--- config.mk ---
export PLATFORM = sky130hd
export DESIGN_NAME = key_gesture_classifier
export DESIGN_NICKNAME = d
export VERILOG_FILES = /design/src/sv/kgc_pkg.sv /design/src/sv/kgc_lane.sv /design/src/sv/kgc_merge.sv /design/src/sv/key_gesture_classifier.sv
export SDC_FILE = /design/constraint.sdc
export NUM_CORES = 1
export LEC_CHECK = 0
export BUFFER_PORTS_ARGS = -buffer_cell sky130_fd_sc_hd__buf_2
export CAP_MARGIN = 5
export CORE_MARGIN = 2
export CORE_UTILIZATION = 50
export DETAILED_ROUTE_END_ITERATION = 10
export MAX_ROUTING_LAYER = met4
export PLACE_DENSITY = 0.67
export SETUP_SLACK_MARGIN = 0.2
export SLEW_MARGIN = 15
export SYNTH_ARGS = -nofsm -noshare
export SYNTH_HDL_FRONTEND = slang
export SYNTH_HIERARCHICAL = 1
export SYNTH_SLANG_ARGS = --single-unit
export TNS_END_PERCENT = 30
--- constraint.sdc ---
create_clock -name clock -period 13.1 [get_ports clock]
set_clock_uncertainty 0.05 [all_clocks]
set_input_delay 1.31 -clock clock [delete_from_list [all_inputs] [get_ports clock]]
set_output_delay 1.31 -clock clock [all_outputs]
set_load 0.03 [all_outputs]
--- src/sv/kgc_pkg.sv ---
package kgc_pkg;

   // Field widths fixed by the poll and event formats
   localparam int KEYS_FIELD_BITS = 2;
   localparam int NOW_FIELD_BITS  = 32;
   localparam int CSR_INDEX_BITS  = 4;
   localparam int CSR_DATA_BITS   = 16;

   // Register indexes
   localparam logic [CSR_INDEX_BITS-1:0] CSR_LONG_PRESS      = 4'd0;
   localparam logic [CSR_INDEX_BITS-1:0] CSR_REPEAT_INTERVAL = 4'd1;

   // Register reset values
   localparam logic [CSR_DATA_BITS-1:0] LONG_PRESS_RESET      = 16'd500;
   localparam logic [CSR_DATA_BITS-1:0] REPEAT_INTERVAL_RESET = 16'd120;

   typedef enum logic [2:0] {
      EV_PRESS   = 3'd0,
      EV_RELEASE = 3'd1,
      EV_SHORT   = 3'd2,
      EV_LONG    = 3'd3,
      EV_REPEAT  = 3'd4
   } kgc_event_type;

   typedef struct packed {
      logic [KEYS_FIELD_BITS-1:0] keys_down;
      logic [NOW_FIELD_BITS-1:0]  now_ms;
   } kgc_req_type;

   typedef struct packed {
      logic       key_index;
      logic [2:0] event_kind;
      logic       last_of_poll;
   } kgc_rsp_type;

   // Events one key lane found for the current poll
   typedef struct packed {
      logic          first_valid;
      kgc_event_type first_kind;
      logic          short_valid;
   } kgc_lane_ev_type;

endpackage

--- src/sv/kgc_lane.sv ---
module kgc_lane
   import kgc_pkg::*;
#(
   parameter int TIME_BITS = 32
) (
   input  logic                     clock,
   input  logic                     reset,
   input  logic                     accept,
   input  logic                     down,
   input  logic [TIME_BITS-1:0]     now,
   input  logic [CSR_DATA_BITS-1:0] long_press_ms,
   input  logic [CSR_DATA_BITS-1:0] repeat_interval_ms,
   output kgc_lane_ev_type          ev
);

   logic                 held_ff, held_in;
   logic                 long_done_ff, long_done_in;
   logic [TIME_BITS-1:0] press_time_ff, press_time_in;
   logic [TIME_BITS-1:0] repeat_time_ff, repeat_time_in;

   logic [TIME_BITS-1:0] held_for;
   logic [TIME_BITS-1:0] since_rep;
   logic                 held_long;
   logic                 rep_due;
   logic                 is_press, is_release, is_long, is_repeat;

   // Elapsed times wrap with the time width
   assign held_for  = now - press_time_ff;
   assign since_rep = now - repeat_time_ff;
   assign held_long = held_for >= TIME_BITS'(long_press_ms);
   assign rep_due   = since_rep > TIME_BITS'(repeat_interval_ms);

   // Classify in priority order
   assign is_press   = down && !held_ff;
   assign is_release = !down && held_ff;
   assign is_long    = down && held_ff && !long_done_ff && held_long;
   assign is_repeat  = down && held_ff && long_done_ff && rep_due;

   always_comb begin
      ev.first_valid = is_press || is_release || is_long || is_repeat;
      ev.first_kind  = EV_PRESS;
      if (is_release) begin
         ev.first_kind = EV_RELEASE;
      end else if (is_long) begin
         ev.first_kind = EV_LONG;
      end else if (is_repeat) begin
         ev.first_kind = EV_REPEAT;
      end
      ev.short_valid = is_release && !long_done_ff && !held_long;
   end

   // Next key state, taken only when the poll transfers
   always_comb begin
      held_in        = held_ff;
      long_done_in   = long_done_ff;
      press_time_in  = press_time_ff;
      repeat_time_in = repeat_time_ff;
      if (is_press) begin
         held_in       = 1'b1;
         press_time_in = now;
         long_done_in  = 1'b0;
      end else if (is_release) begin
         held_in = 1'b0;
      end else if (is_long) begin
         long_done_in   = 1'b1;
         repeat_time_in = now;
      end else if (is_repeat) begin
         repeat_time_in = now;
      end
   end

   always_ff @(posedge clock) begin
      if (reset) begin
         held_ff        <= 1'b0;
         long_done_ff   <= 1'b0;
         press_time_ff  <= '0;
         repeat_time_ff <= '0;
      end else if (accept) begin
         held_ff        <= held_in;
         long_done_ff   <= long_done_in;
         press_time_ff  <= press_time_in;
         repeat_time_ff <= repeat_time_in;
      end
   end

endmodule

--- src/sv/kgc_merge.sv ---
module kgc_merge
   import kgc_pkg::*;
#(
   parameter int NUM_KEYS = 2
) (
   input  logic            clock,
   input  logic            reset,
   input  logic            load,
   input  kgc_lane_ev_type lane_ev [NUM_KEYS],
   output logic            busy,
   output logic            rsp_valid,
   input  logic            rsp_stall,
   output kgc_rsp_type     rsp_data
);

   localparam int SLOTS     = 2 * NUM_KEYS;
   localparam int SLOT_BITS = $clog2(SLOTS);

   logic [SLOTS-1:0] pending_ff, pending_in;
   logic [2:0]       kind_ff [SLOTS];
   logic             rsp_valid_ff, rsp_valid_in;
   kgc_rsp_type      rsp_data_ff, rsp_data_in;

   logic [SLOTS-1:0]     lowest;
   logic [SLOTS-1:0]     rest;
   logic [SLOT_BITS-1:0] sel;
   logic [SLOT_BITS-1:0] sel_key;
   logic                 move;
   logic [SLOTS-1:0]     load_mask;

   // Pick the lowest pending slot, which is the next event in key order
   assign lowest = pending_ff & (~pending_ff + 1'b1);
   assign rest   = pending_ff & ~lowest;

   always_comb begin
      sel = '0;
      for (int j = SLOTS - 1; j >= 0; j--) begin
         if (pending_ff[j]) begin
            sel = SLOT_BITS'(j);
         end
      end
   end

   assign sel_key = sel >> 1;
   assign move    = (|pending_ff) && (!rsp_valid_ff || !rsp_stall);

   // Hold off a new poll until the last buffered event moves out
   assign busy = move ? (|rest) : (|pending_ff);

   always_comb begin
      for (int k = 0; k < NUM_KEYS; k++) begin
         load_mask[2*k]     = lane_ev[k].first_valid;
         load_mask[2*k + 1] = lane_ev[k].short_valid;
      end
   end

   always_comb begin
      pending_in = pending_ff;
      if (load) begin
         pending_in = load_mask;
      end else if (move) begin
         pending_in = rest;
      end
   end

   // Output register: advance on a free or transferring slot
   always_comb begin
      rsp_valid_in = rsp_valid_ff;
      rsp_data_in  = rsp_data_ff;
      if (move) begin
         rsp_valid_in             = 1'b1;
         rsp_data_in.key_index    = sel_key[0];
         rsp_data_in.event_kind   = kind_ff[sel];
         rsp_data_in.last_of_poll = ~(|rest);
      end else if (!rsp_stall) begin
         rsp_valid_in = 1'b0;
      end
   end

   always_ff @(posedge clock) begin
      if (reset) begin
         pending_ff   <= '0;
         rsp_valid_ff <= 1'b0;
      end else begin
         pending_ff   <= pending_in;
         rsp_valid_ff <= rsp_valid_in;
      end
   end

   always_ff @(posedge clock) begin
      rsp_data_ff <= rsp_data_in;
      if (load) begin
         for (int k = 0; k < NUM_KEYS; k++) begin
            kind_ff[2*k]     <= lane_ev[k].first_kind;
            kind_ff[2*k + 1] <= EV_SHORT;
         end
      end
   end

   assign rsp_valid = rsp_valid_ff;
   assign rsp_data  = rsp_data_ff;

endmodule

--- src/sv/key_gesture_classifier.sv ---
// Channel | Direction | Handshake              | Payload
// req     | in        | req_valid / req_stall  | kgc_req_type (keys_down, now_ms)
// rsp     | out       | rsp_valid / rsp_stall  | kgc_rsp_type (key_index, event_kind, last)
// csr     | in        | csr_valid / csr_ready  | csr_index, csr_data
//
// All key lanes classify a poll in parallel as it transfers.
// Its events leave one per cycle while rsp_stall is low, through the event
// buffer and then the output register, so a poll with events holds off the
// next poll, which transfers as the last event enters the output register.
// Quiet polls do not hold off the next poll. Reset clears key state and loads the
// register defaults. rsp_stall holds the output register and, once the
// event buffer is left with events, req_stall.
module key_gesture_classifier
   import kgc_pkg::*;
#(
   parameter int NUM_KEYS  = 2,
   parameter int TIME_BITS = 32
) (
   input  logic                      clock,
   input  logic                      reset,
   input  logic                      req_valid,
   output logic                      req_stall,
   input  kgc_req_type               req_data,
   output logic                      rsp_valid,
   input  logic                      rsp_stall,
   output kgc_rsp_type               rsp_data,
   input  logic                      csr_valid,
   output logic                      csr_ready,
   input  logic [CSR_INDEX_BITS-1:0] csr_index,
   input  logic [CSR_DATA_BITS-1:0]  csr_data
);

   logic [CSR_DATA_BITS-1:0] long_press_ff, long_press_in;
   logic [CSR_DATA_BITS-1:0] repeat_ivl_ff, repeat_ivl_in;
   logic                     busy;
   logic                     accept;
   logic [TIME_BITS-1:0]     now;
   kgc_lane_ev_type          lane_ev [NUM_KEYS];

   // Register writes always complete
   assign csr_ready = 1'b1;

   always_comb begin
      long_press_in = long_press_ff;
      repeat_ivl_in = repeat_ivl_ff;
      if (csr_valid) begin
         unique case (csr_index)
            CSR_LONG_PRESS:      long_press_in = csr_data;
            CSR_REPEAT_INTERVAL: repeat_ivl_in = csr_data;
            default: ;
         endcase
      end
   end

   always_ff @(posedge clock) begin
      if (reset) begin
         long_press_ff <= LONG_PRESS_RESET;
         repeat_ivl_ff <= REPEAT_INTERVAL_RESET;
      end else begin
         long_press_ff <= long_press_in;
         repeat_ivl_ff <= repeat_ivl_in;
      end
   end

   assign req_stall = busy;
   assign accept    = req_valid && !busy;
   assign now       = req_data.now_ms[TIME_BITS-1:0];

   // One lane per key; keys beyond the poll field read as released
   for (genvar k = 0; k < NUM_KEYS; k++) begin : g_lane
      logic down;
      if (k < KEYS_FIELD_BITS) begin : g_bit
         assign down = req_data.keys_down[k];
      end else begin : g_none
         assign down = 1'b0;
      end

      kgc_lane #(
         .TIME_BITS(TIME_BITS)
      ) u_lane (
         .clock              (clock),
         .reset              (reset),
         .accept             (accept),
         .down               (down),
         .now                (now),
         .long_press_ms      (long_press_ff),
         .repeat_interval_ms (repeat_ivl_ff),
         .ev                 (lane_ev[k])
      );
   end

   kgc_merge #(
      .NUM_KEYS(NUM_KEYS)
   ) u_merge (
      .clock     (clock),
      .reset     (reset),
      .load      (accept),
      .lane_ev   (lane_ev),
      .busy      (busy),
      .rsp_valid (rsp_valid),
      .rsp_stall (rsp_stall),
      .rsp_data  (rsp_data)
   );

endmodule

==> flow_metrics.env, run 1 <==
export IMPL_status="complete, no violations"
export IMPL_cts_tree="done"
export IMPL_synthCells=2278
export IMPL_coreArea_sq_mm=0.03370
export IMPL_holdBufCountCts=0
export IMPL_mappedNetlistArea_sq_mm=0.01719
export IMPL_worstPathArrival_ns=6.95
export IMPL_die_area_sq_mm=0.03588
export IMPL_synthFlopType="dfxtp_1"
export IMPL_vias=15980
export IMPL_path_clk_slew_ns=0.07
export IMPL_ys_warn_count=6
export IMPL_clock_latency_ns=0.44
export IMPL_ys_seq_elements=180
export IMPL_yosysUniqueCellTypes=97
export IMPL_num_antenna_cells=0
export IMPL_syn_area_per_cell_sq_um=7.546
export IMPL_tightestPinTransition_ns=1.150
export IMPL_vias_per_cell=5.824
export IMPL_hpwl_um=39400
export IMPL_cts_resized=0
export IMPL_cts_root_buf="clkbuf_16"
export IMPL_dpl_cell_area_sq_mm=0.01769
export IMPL_finalWeightedCongestion=0.9312
export IMPL_async_reset_ff_frac=0
export IMPL_grt_pass1_vias=15220
export IMPL_die_h_um=189.4
export IMPL_row_count=67
export IMPL_vdd_drop_max_mv=0.06899
export IMPL_setup_viol=0
export IMPL_cp_end_kind="flip-flop"
export IMPL_slew_headroom=0.2331
export IMPL_grt_overflow_total=0
export IMPL_first_iter_violations=1081
export IMPL_power_mw=1.628
export IMPL_grt_max_degree=160
export IMPL_crit_required_ns=13.32
export IMPL_synth_edf_count=11
export IMPL_port_buffers=65
export IMPL_area_growth_pct=6.166
export IMPL_fin_setup_tns_ns=0
export IMPL_criticalPathCategory="in2reg"
export IMPL_p_leak_nw=7.012
export IMPL_cts_buffers=17
export IMPL_drcViolationCount=0
export IMPL_clock_fmax_mhz=148.7
export IMPL_hold_class="reg2reg"
export IMPL_fin_nets=2542
export IMPL_wl_um=50400
export IMPL_crit_path_max_fanout=32
export IMPL_fin_crit_sh=0.5134
export IMPL_ys_seq_area_frac=0.2160
export IMPL_fin_crit_ns=6.726
export IMPL_top_level_ports=67
export IMPL_clock_sinks=180
export IMPL_hold_viol_final=0
export IMPL_cts_setup_buffers=0
export IMPL_wire_per_inst_um=18.37
export IMPL_start_util=0.5101
export IMPL_grt_pass1_wl_um=79780
export IMPL_groute_usage_overall=0.2872
export IMPL_final_area_sq_mm=0.01825
export IMPL_drive_gt1_frac=0.05531
export IMPL_rsz0062_at_grt="no"
export IMPL_antenna_found_initial=0
export IMPL_report_final_slew_viol_count=0
export IMPL_ant_nets=0
export IMPL_ctsHtreeMaxLevel=4
export IMPL_powerDensity_mw_per_mm2=89.21
export IMPL_die_x_um=189.4
export IMPL_clockBufferDepth=2
export IMPL_start_kind="input pin"
export IMPL_mappedNetlistNets=2537
export IMPL_drv_cap=0
export IMPL_firstDrtPassIters=5
[report_power, final]
group | internal [mW] | switching [mW]
Clock | 0.273 | 0.234
Combinational | 0.209 | 0.332
Sequential | 0.569 | 0.0103
[cell families after synthesis]
family	Yosys count	share of synthesized area
and+or+nand+nor	823	0.2420
AOI/OAI and AO/OA	575	0.2132
muxes	110	0.06442
adders and majority gates	201	0.1479
buffers and inverters	305	0.07396
other	1	0.0002182
xor gates and xnor gates	83	0.04229
DFF	180	0.2160
[layer usage]
layer  up-vias  wire length (um)  GRT usage
met5         -                 0          -
met4         0               862    0.07275
met3        61              1728    0.02632
met2       330             24500     0.4952
met1      7590             23320     0.3616
li1       8000                 -          -
[cell usage after synthesis, types with 6 or more instances]
library cell  instances  area (sq um)
xor2_1               27         236.5
nand3_1              45         225.2
and4_1                6         52.55
nand2_1             266         998.5
buf_2                 7         35.03
buf_6                 8         90.09
mux2i_1             105          1051
o211ai_1             18         135.1
or3_1                17         106.4
nor4_1               16         100.1
a221oi_1              9         78.83
o21ai_0              89         445.4
o21a_1               34         255.2
a211oi_1             23         172.7
inv_1               219         822.0
clkbuf_1             63         236.5
a21o_1               38         285.3
a21boi_0              7         52.55
a21oi_1             221          1106
and3_1               10         62.56
o2111ai_1             9         78.83
ha_1                196          2452
xnor2_1              56         490.5
nand4b_1              8         70.07
dfxtp_1             169          3383
nor2_1              140         525.5
nand2b_1            185          1157
nor3_1               29         145.1
o22ai_1               8         50.05
a31oi_1              15         93.84
a22oi_1               8         60.06
o21ai_1              16         80.08
o21bai_1              9         67.56
and2_1               14         87.58
edfxtp_1             11         330.3
nand4_1              38         237.7
nor2b_1              19         118.9
[layout make-up]
| cell class | count | area, sq um |
|---|---|---|
| fillers | 3285 | 15450 |
| flip-flops and latches | 180 | 3714 |
| repair buffers | 72 | 384.1 |
| inverters | 219 | 822.0 |
| well taps | 448 | 560.5 |
| clock buffers | 23 | 461.7 |
| clock inverters | 9 | 95.09 |
| multi-input cells | 1793 | 12210 |
[worst paths after layout]
path | start | to | slack (ns) | depth (start not counted)
setup / recovery | req_data[3] | g_lane[1].u_lane/repeat_time_ff[0]$_SDFFE_PP0P_ | 6.37 | 20
hold / removal | g_lane[1].u_lane/press_time_ff[24]$_SDFFE_PP0P_ | g_lane[1].u_lane/press_time_ff[24]$_SDFFE_PP0P_ | 0.40 | 2
setup reg to reg | g_lane[1].u_lane/repeat_time_ff[1]$_SDFFE_PP0P_ | g_lane[1].u_lane/repeat_time_ff[0]$_SDFFE_PP0P_ | 7.10 | 20
hold reg to reg | g_lane[1].u_lane/press_time_ff[24]$_SDFFE_PP0P_ | g_lane[1].u_lane/press_time_ff[24]$_SDFFE_PP0P_ | 0.40 | 2
[critical path, stage by stage]
cell,delay [ns]
buf_2,0.19
ha_1,0.39
a21o_1,0.20
a21oi_1,0.27
a21oi_1,0.17
a211oi_2,0.46
o21ai_0,0.23
xor2_1,0.19
ha_1,0.31
nand4_1,0.13
or4_1,0.50
nor2_1,0.15
or3_1,0.12
o21a_1,0.12
o221ai_1,0.21
or4_4,0.62
nor4_4,0.41
nor2_1,0.10
o211a_2,0.59
mux2i_1,0.23
[layout by cell type, fill, tap and decap left out, types with 7 or more instances in the layout]
cell	count
nand2_1	266
a21oi_1	221
inv_1	219
ha_1	196
nand2b_1	185
dfxtp_1	169
nor2_1	140
mux2i_1	105
o21ai_0	89
buf_2	64
xnor2_1	56
nand3_1	45
a21o_1	38
nand4_1	38
o21a_1	34
nor3_1	29
xor2_1	27
a211oi_1	23
nor2b_1	19
o211ai_1	18
clkbuf_16	17
or3_1	17
o21ai_1	16
nor4_1	16
a31oi_1	15
and2_1	14
edfxtp_1	11
and3_1	10
o2111ai_1	9
a221oi_1	9
o21bai_1	9
nand4b_1	8
o22ai_1	8
a22oi_1	8
a21boi_0	7
buf_4	7
[through the flow]
step | setup slack [ns] | util | hold WS, ns | std cells
CTS | 6.459 | 0.5415 | 0.4077 | 2744
global route | 6.025 | 0.5415 | 0.4247 | 2744
global placement | 6.169 | 0.5250 | 0.3915 | 2712
finish | 6.374 | 0.5415 | 0.4044 | 2744
detailed placement | 6.021 | 0.5250 | 0.3980 | 2712
floorplan | 7.323 | - | 0.3863 | 2278
[flip-flops by register name, summed over array words and instances, names as in the netlist]
register	flops
g_lane.u_lane/held_ff	2
g_lane.u_lane/long_done_ff	2
g_lane.u_lane/press_time_ff	64
g_lane.u_lane/repeat_time_ff	64
long_press_ff	16
repeat_ivl_ff	16
u_merge/kind_ff	6
u_merge/pending_ff	4
u_merge/rsp_data	5
u_merge/rsp_valid	1
No activity file was read; power rests on OpenSTA's default activity.
==> run 2: changes to the inputs <==
Clock period 13.1 ns to 7.01 ns, I/O delays scaled along.
==> run 2 against run 1 <==
Against the previous run: sequential share of layout area is 0.13 points lower; worst hold slack better by 0.0011 ns; sequential power is 86% higher; register-to-register slack worse by 6.1 ns; setup slack worse by 5.4 ns; first-iteration DRC count is 9.3% higher; combinational power is 89% higher; global-route usage is 0.21 points higher; critical path depth stayed put; clock power is 91% higher; critical endpoint is now g_lane[1].u_lane/repeat_time_ff[21]$_SDFFE_PP0P_; largest cell class unchanged; largest power group unchanged; highest routed layer unchanged.
==> flow_metrics.env, run 2 (synthesis gave the netlist of run 1 again) <==
export IMPL_status="complete, no violations"
export IMPL_tightestPinTransition_ns=1.158
export IMPL_vias=16120
export IMPL_hpwl_um=40300
export IMPL_top_level_ports=67
export IMPL_fill_cells=3310
export IMPL_clock_fmax_mhz=165.5
export IMPL_criticalPathCategory="in2reg"
export IMPL_drive_gt1_frac=0.06112
export IMPL_grt_max_degree=113
export IMPL_worstPathArrival_ns=6.26
export IMPL_crit_path_max_fanout=32
export IMPL_clockBufferDepth=2
export IMPL_power_mw=3.068
export IMPL_crit_required_ns=7.22
export IMPL_worst_slack_ns=0.9671
export IMPL_grt_overflow_total=0
export IMPL_first_iter_violations=1182
export IMPL_met2_usage=0.4899
export IMPL_min_path_cells=2
export IMPL_cts_tree="done"
export IMPL_cts_setup_buffers=0
export IMPL_cts_root_buf="clkbuf_16"
export IMPL_p_leak_nw=7.067
export IMPL_die_h_um=189.4
export IMPL_cts_resized=0
export IMPL_fin_setup_tns_ns=0
export IMPL_dp_slack_ns=0.6668
export IMPL_start_util=0.5101
export IMPL_die_x_um=189.4
export IMPL_powerDensity_mw_per_mm2=167.1
export IMPL_fin_crit_ns=6.043
export IMPL_ctsHtreeMaxLevel=4
export IMPL_drv_cap=0
export IMPL_final_common_cell="nand2_1"
export IMPL_die_area_sq_mm=0.03588
export IMPL_reg_largest_list="g_lane.u_lane/press_time_ff (64), g_lane.u_lane/repeat_time_ff (64)"
export IMPL_ant_nets=0
export IMPL_regArea_sq_mm=0.003714
export IMPL_firstDrtPassIters=5
export IMPL_port_buffers=65
export IMPL_wire_per_inst_um=18.55
export IMPL_met3_usage=0.02261
export IMPL_clock_sinks=180
export IMPL_cp_end_kind="flip-flop"
export IMPL_grt_pass1_vias=15220
export IMPL_top_usage_layer="met2"
export IMPL_num_antenna_cells=0
export IMPL_r2r_cells=20
export IMPL_clock_latency_ns=0.44
export IMPL_setup_viol=0
export IMPL_multiInputGateArea_sq_mm=0.01221
export IMPL_report_final_slew_viol_count=0
export IMPL_finalWeightedCongestion=0.9758
export IMPL_hold_class="reg2reg"
export IMPL_wl_um=51100
export IMPL_drcViolationCount=0
export IMPL_vias_per_cell=5.852
export IMPL_fin_nets=2553
export IMPL_antenna_found_initial=0
export IMPL_holdWs_ns=0.4054
export IMPL_rsz0062_at_grt="no"
export IMPL_grt_pass1_wl_um=80920
export IMPL_start_kind="input pin"
export IMPL_fin_crit_sh=0.8620
export IMPL_groute_usage_overall=0.2894
export IMPL_final_cell_mix="nand2_1 (266), a21oi_1 (221), inv_1 (219), ha_1 (196), nand2b_1 (185)"
export IMPL_slew_headroom=0.2278
export IMPL_hold_viol_final=0
export IMPL_coreArea_sq_mm=0.03370
export IMPL_vdd_drop_max_mv=0.1721
export IMPL_path_clk_slew_ns=0.08
export IMPL_cts_buffers=17
export IMPL_area_growth_pct=6.842
export IMPL_row_count=67
export IMPL_holdBufCountCts=0
export IMPL_grt_use_met1=0.3770
==> run 2: cell types whose count changed in the layout (fill, tap and decap cells not counted), moves of 2 or more <==
cell | before | now
clkinvlp_4 | 0 | 4
inv_8 | 1 | 4
clkinv_2 | 2 | 0
clkbuf_1 | 4 | 1
buf_4 | 7 | 18
inv_6 | 4 | 1
==> run 2: final cells by class <==
cell class	instances	share of cell area
Inverter	219	0.04476
Timing Repair Buffer	83	0.02541
Multi-Input combinational cell	1793	0.6649
Clock buffer	21	0.02623
Clock inverter	11	0.005927
Tap cell	448	0.03052
Sequential cell	180	0.2022
==> run 2: critical path, cell delays in order <==
cell and delay (ns):
buf_2 0.23, ha_1 0.27, nor2b_1 0.15, o2111ai_1 0.35, a21oi_1 0.18, a211oi_2 0.43
o21ai_0 0.23, xor2_1 0.19, ha_1 0.31, nand4_1 0.12, or4_1 0.50, nor2_1 0.14
or3_1 0.12, o21a_1 0.12, o221ai_1 0.23, or4_4 0.64, nor4_4 0.39, nor2_1 0.09
o211a_2 0.59, mux2i_1 0.24
==> run 2: per-stage QoR <==
step / cell area (sq um) / instances / util
4_1_cts: 18370 / 2755 / 0.5450
3_3_place_gp: 17770 / 2723 / 0.5274
2_1_floorplan: 17190 / 2278 / -
5_1_grt: 18370 / 2755 / 0.5450
6_report: 18370 / 2755 / 0.5450
3_5_place_dp: 17770 / 2723 / 0.5274
==> run 2: metal layers <==
metal / up-vias / share of wire / wire length [um]
li1: 8022 / - / -
met1: 7684 / 0.47 / 23770
met2: 371 / 0.48 / 24500
met3: 44 / 0.038 / 1939
met4: 0 / 0.017 / 888
met5: - / 0 / 0
==> run 2: worst paths after layout <==
check,slack (ns),end,start
worst max-delay path,0.97,g_lane[1].u_lane/repeat_time_ff[21]$_SDFFE_PP0P_,req_data[1]
worst min-delay path,0.41,g_lane[0].u_lane/press_time_ff[3]$_SDFFE_PP0P_,g_lane[0].u_lane/press_time_ff[3]$_SDFFE_PP0P_
worst max register to register,1.05,g_lane[1].u_lane/repeat_time_ff[21]$_SDFFE_PP0P_,g_lane[1].u_lane/repeat_time_ff[1]$_SDFFE_PP0P_
worst min register to register,0.41,g_lane[0].u_lane/press_time_ff[3]$_SDFFE_PP0P_,g_lane[0].u_lane/press_time_ff[3]$_SDFFE_PP0P_
==> run 2: report_power, final <==
part	internal (mW)	total, mW	switching (mW)
combinational	0.393	1.02	0.624
clock	0.509	0.968	0.459
sequential	1.06	1.08	0.0194
==> run 3: changes to the inputs <==
Settings changed: PLACE_DENSITY 0.67 to 0.69.
Clock period 7.01 ns to 4.8 ns, I/O delays scaled along.
==> run 3 against run 2 <==
Against the previous run: final area rose by 15%; flip-flop and latch count did not move; sequential share of layout area fell by 2.5 points; die area did not move; register-to-register slack got worse by 0.99 ns; critical endpoint is now g_lane[1].u_lane/repeat_time_ff[3]$_SDFFE_PP0P_; largest cell class unchanged; highest routed layer unchanged.
==> flow_metrics.env, run 3 (synthesis gave the netlist of run 1 again) <==
export IMPL_drive_gt1_frac=0.1897
export IMPL_drcViolationCount=0
export IMPL_vias=17220
export IMPL_cp_top_family="simple AND/OR/NAND/NOR gates"
export IMPL_final_common_cell="nand2_1"
export IMPL_cp_end_kind="flip-flop"
export IMPL_coreArea_sq_mm=0.03370
export IMPL_slew_headroom=0.4846
export IMPL_start_kind="flip-flop"
export IMPL_hold_class="in2reg"
export IMPL_drv_cap=0
export IMPL_regArea_sq_mm=0.003726
export IMPL_start_util=0.5101
export IMPL_holdBufCountCts=0
export IMPL_cts_buffers=17
export IMPL_setup_viol=0
export IMPL_grt_pass1_wl_um=85080
export IMPL_num_antenna_cells=0
export IMPL_finalWeightedCongestion=0.9955
export IMPL_grt_pass1_vias=16460
export IMPL_fin_crit_ns=4.742
export IMPL_status="complete, no violations"
export IMPL_fin_nets=2782
export IMPL_hold_viol_final=0
export IMPL_die_x_um=189.4
export IMPL_cp_slowest_stage_delay_ns=0.46
export IMPL_criticalPathCategory="reg2reg"
export IMPL_cts_root_buf="clkbuf_16"
export IMPL_ctsHtreeMaxLevel=4
export IMPL_firstDrtPassIters=6
export IMPL_clock_sinks=180
export IMPL_grt_max_degree=125
export IMPL_first_iter_violations=1302
export IMPL_cp_slowest_cell="or4_4"
export IMPL_wire_per_inst_um=18.59
export IMPL_p_leak_nw=8.365
export IMPL_crit_required_ns=5.12
export IMPL_antenna_found_initial=0
export IMPL_fin_util=0.6242
export IMPL_final_area_sq_mm=0.02103
export IMPL_cts_tree="done"
export IMPL_die_h_um=189.4
export IMPL_dpl_cell_area_sq_mm=0.01937
export IMPL_path_depth=21
export IMPL_wl_um=55460
export IMPL_power_mw=4.894
export IMPL_fin_setup_tns_ns=0
export IMPL_vdd_drop_max_mv=0.1752
export IMPL_hpwl_um=42420
export IMPL_vias_per_cell=5.773
export IMPL_top_level_ports=67
export IMPL_report_final_slew_viol_count=0
export IMPL_path_buf_inv=1
export IMPL_final_cell_mix="nand2_1 (263), buf_4 (227), inv_1 (214), a21oi_1 (204), nand2b_1 (183)"
export IMPL_area_growth_pct=22.37
export IMPL_groute_usage_overall=0.3059
export IMPL_fin_crit_sh=0.9879
export IMPL_ant_nets=0
export IMPL_fill_cells=3059
export IMPL_path_clk_slew_ns=0.08
export IMPL_powerDensity_mw_per_mm2=232.7
export IMPL_reg_largest_list="g_lane.u_lane/press_time_ff (64), g_lane.u_lane/repeat_time_ff (64)"
export IMPL_row_count=67
export IMPL_rsz0062_at_grt="yes"
export IMPL_port_buffers=65
export IMPL_crit_path_max_fanout=6
export IMPL_multiInputGateArea_sq_mm=0.01291
export IMPL_r2r_cells=21
export IMPL_place_inst=2925
export IMPL_grt_overflow_total=0
export IMPL_path_cells="ha_4, fa_2, nor2b_4, o31ai_4, a31oi_4, nand2b_4, a31oi_4, xnor2_1, ha_1, nand4_1, or4_4, nor2_4, or3_1, o21a_1, o221ai_2, or4_4, nor4_4, nor2_2, o211a_4, buf_16, mux2i_1"
export IMPL_tightestPinTransition_ns=0.7672
export IMPL_clock_latency_ns=0.45
export IMPL_finalNonFillerCells=2983
export IMPL_worstPathArrival_ns=5.06
export IMPL_clock_fmax_mhz=210.9
export IMPL_die_area_sq_mm=0.03588
export IMPL_min_path_cells=3
export IMPL_clockBufferDepth=2
[run 3: routing by layer]
layer / wire length, um / part of all wire / global-route usage / up-vias
met2: 26190 / 0.47 / 0.4968 / 490
met4: 1719 / 0.031 / 0.1079 / 0
met5: 0 / 0 / - / -
li1: - / - / - / 8471
met3: 3268 / 0.059 / 0.03985 / 117
met1: 24290 / 0.44 / 0.3908 / 8143
[run 3: stage by stage]
stage | hold slack (ns) | setup WS [ns]
finish | 0.2900 | 0.05831
global route | 0.2974 | -0.1357
CTS | 0.2699 | -0.1740
detailed placement | 0.3965 | -0.6934
global placement | 0.3917 | -0.6516
floorplan | 0.3863 | 0.2008
[run 3: power breakdown]
group          leakage (nW)  total [mW]  switching (mW)  internal [mW]
logic                  6.60        1.82            1.03          0.789
registers              1.48        1.58          0.0279           1.55
clock network         0.288        1.50           0.667          0.829
[run 3: what timing repair did]
action / in CTS / in global routing
cloned: 2 / 3
resized for setup: 35 / 122
setup buffers: 2 / 20
pin swaps: 19 / 49
endpoints found under the setup margin: 70 / 74
[run 3: layout make-up]
type                       instances  share of cell area
timing repair buffer             312              0.1146
inverter                         219             0.03920
multi-input combinational       1793              0.6139
clock buffer                      19             0.02058
clock inverter                    12            0.007971
sequential                       180              0.1771
tap                              448             0.02665
[run 3: path summary, 6_finish.rpt]
check	startpoint	endpoint	slack, ns
min	csr_data[3]	long_press_ff[3]$_SDFFE_PP0P_	0.29
max	g_lane[1].u_lane/repeat_time_ff[0]$_SDFFE_PP0P_	g_lane[1].u_lane/repeat_time_ff[3]$_SDFFE_PP0P_	0.06
max reg2reg	g_lane[1].u_lane/repeat_time_ff[0]$_SDFFE_PP0P_	g_lane[1].u_lane/repeat_time_ff[3]$_SDFFE_PP0P_	0.06
min reg2reg	g_lane[0].u_lane/press_time_ff[18]$_SDFFE_PP0P_	g_lane[0].u_lane/press_time_ff[18]$_SDFFE_PP0P_	0.41
[run 3: worst reg2reg max path: cells and delay by family, from the launching register on]
family	cells	cell delay, ns
muxes	1	0.17
adders and majority gates	3	0.84
DFF	1	0.34
xor gates and xnor gates	1	0.13
AOI/OAI and AO/OA	6	1.04
and+or+nand+nor	9	1.91
buffers and inverters	1	0.19
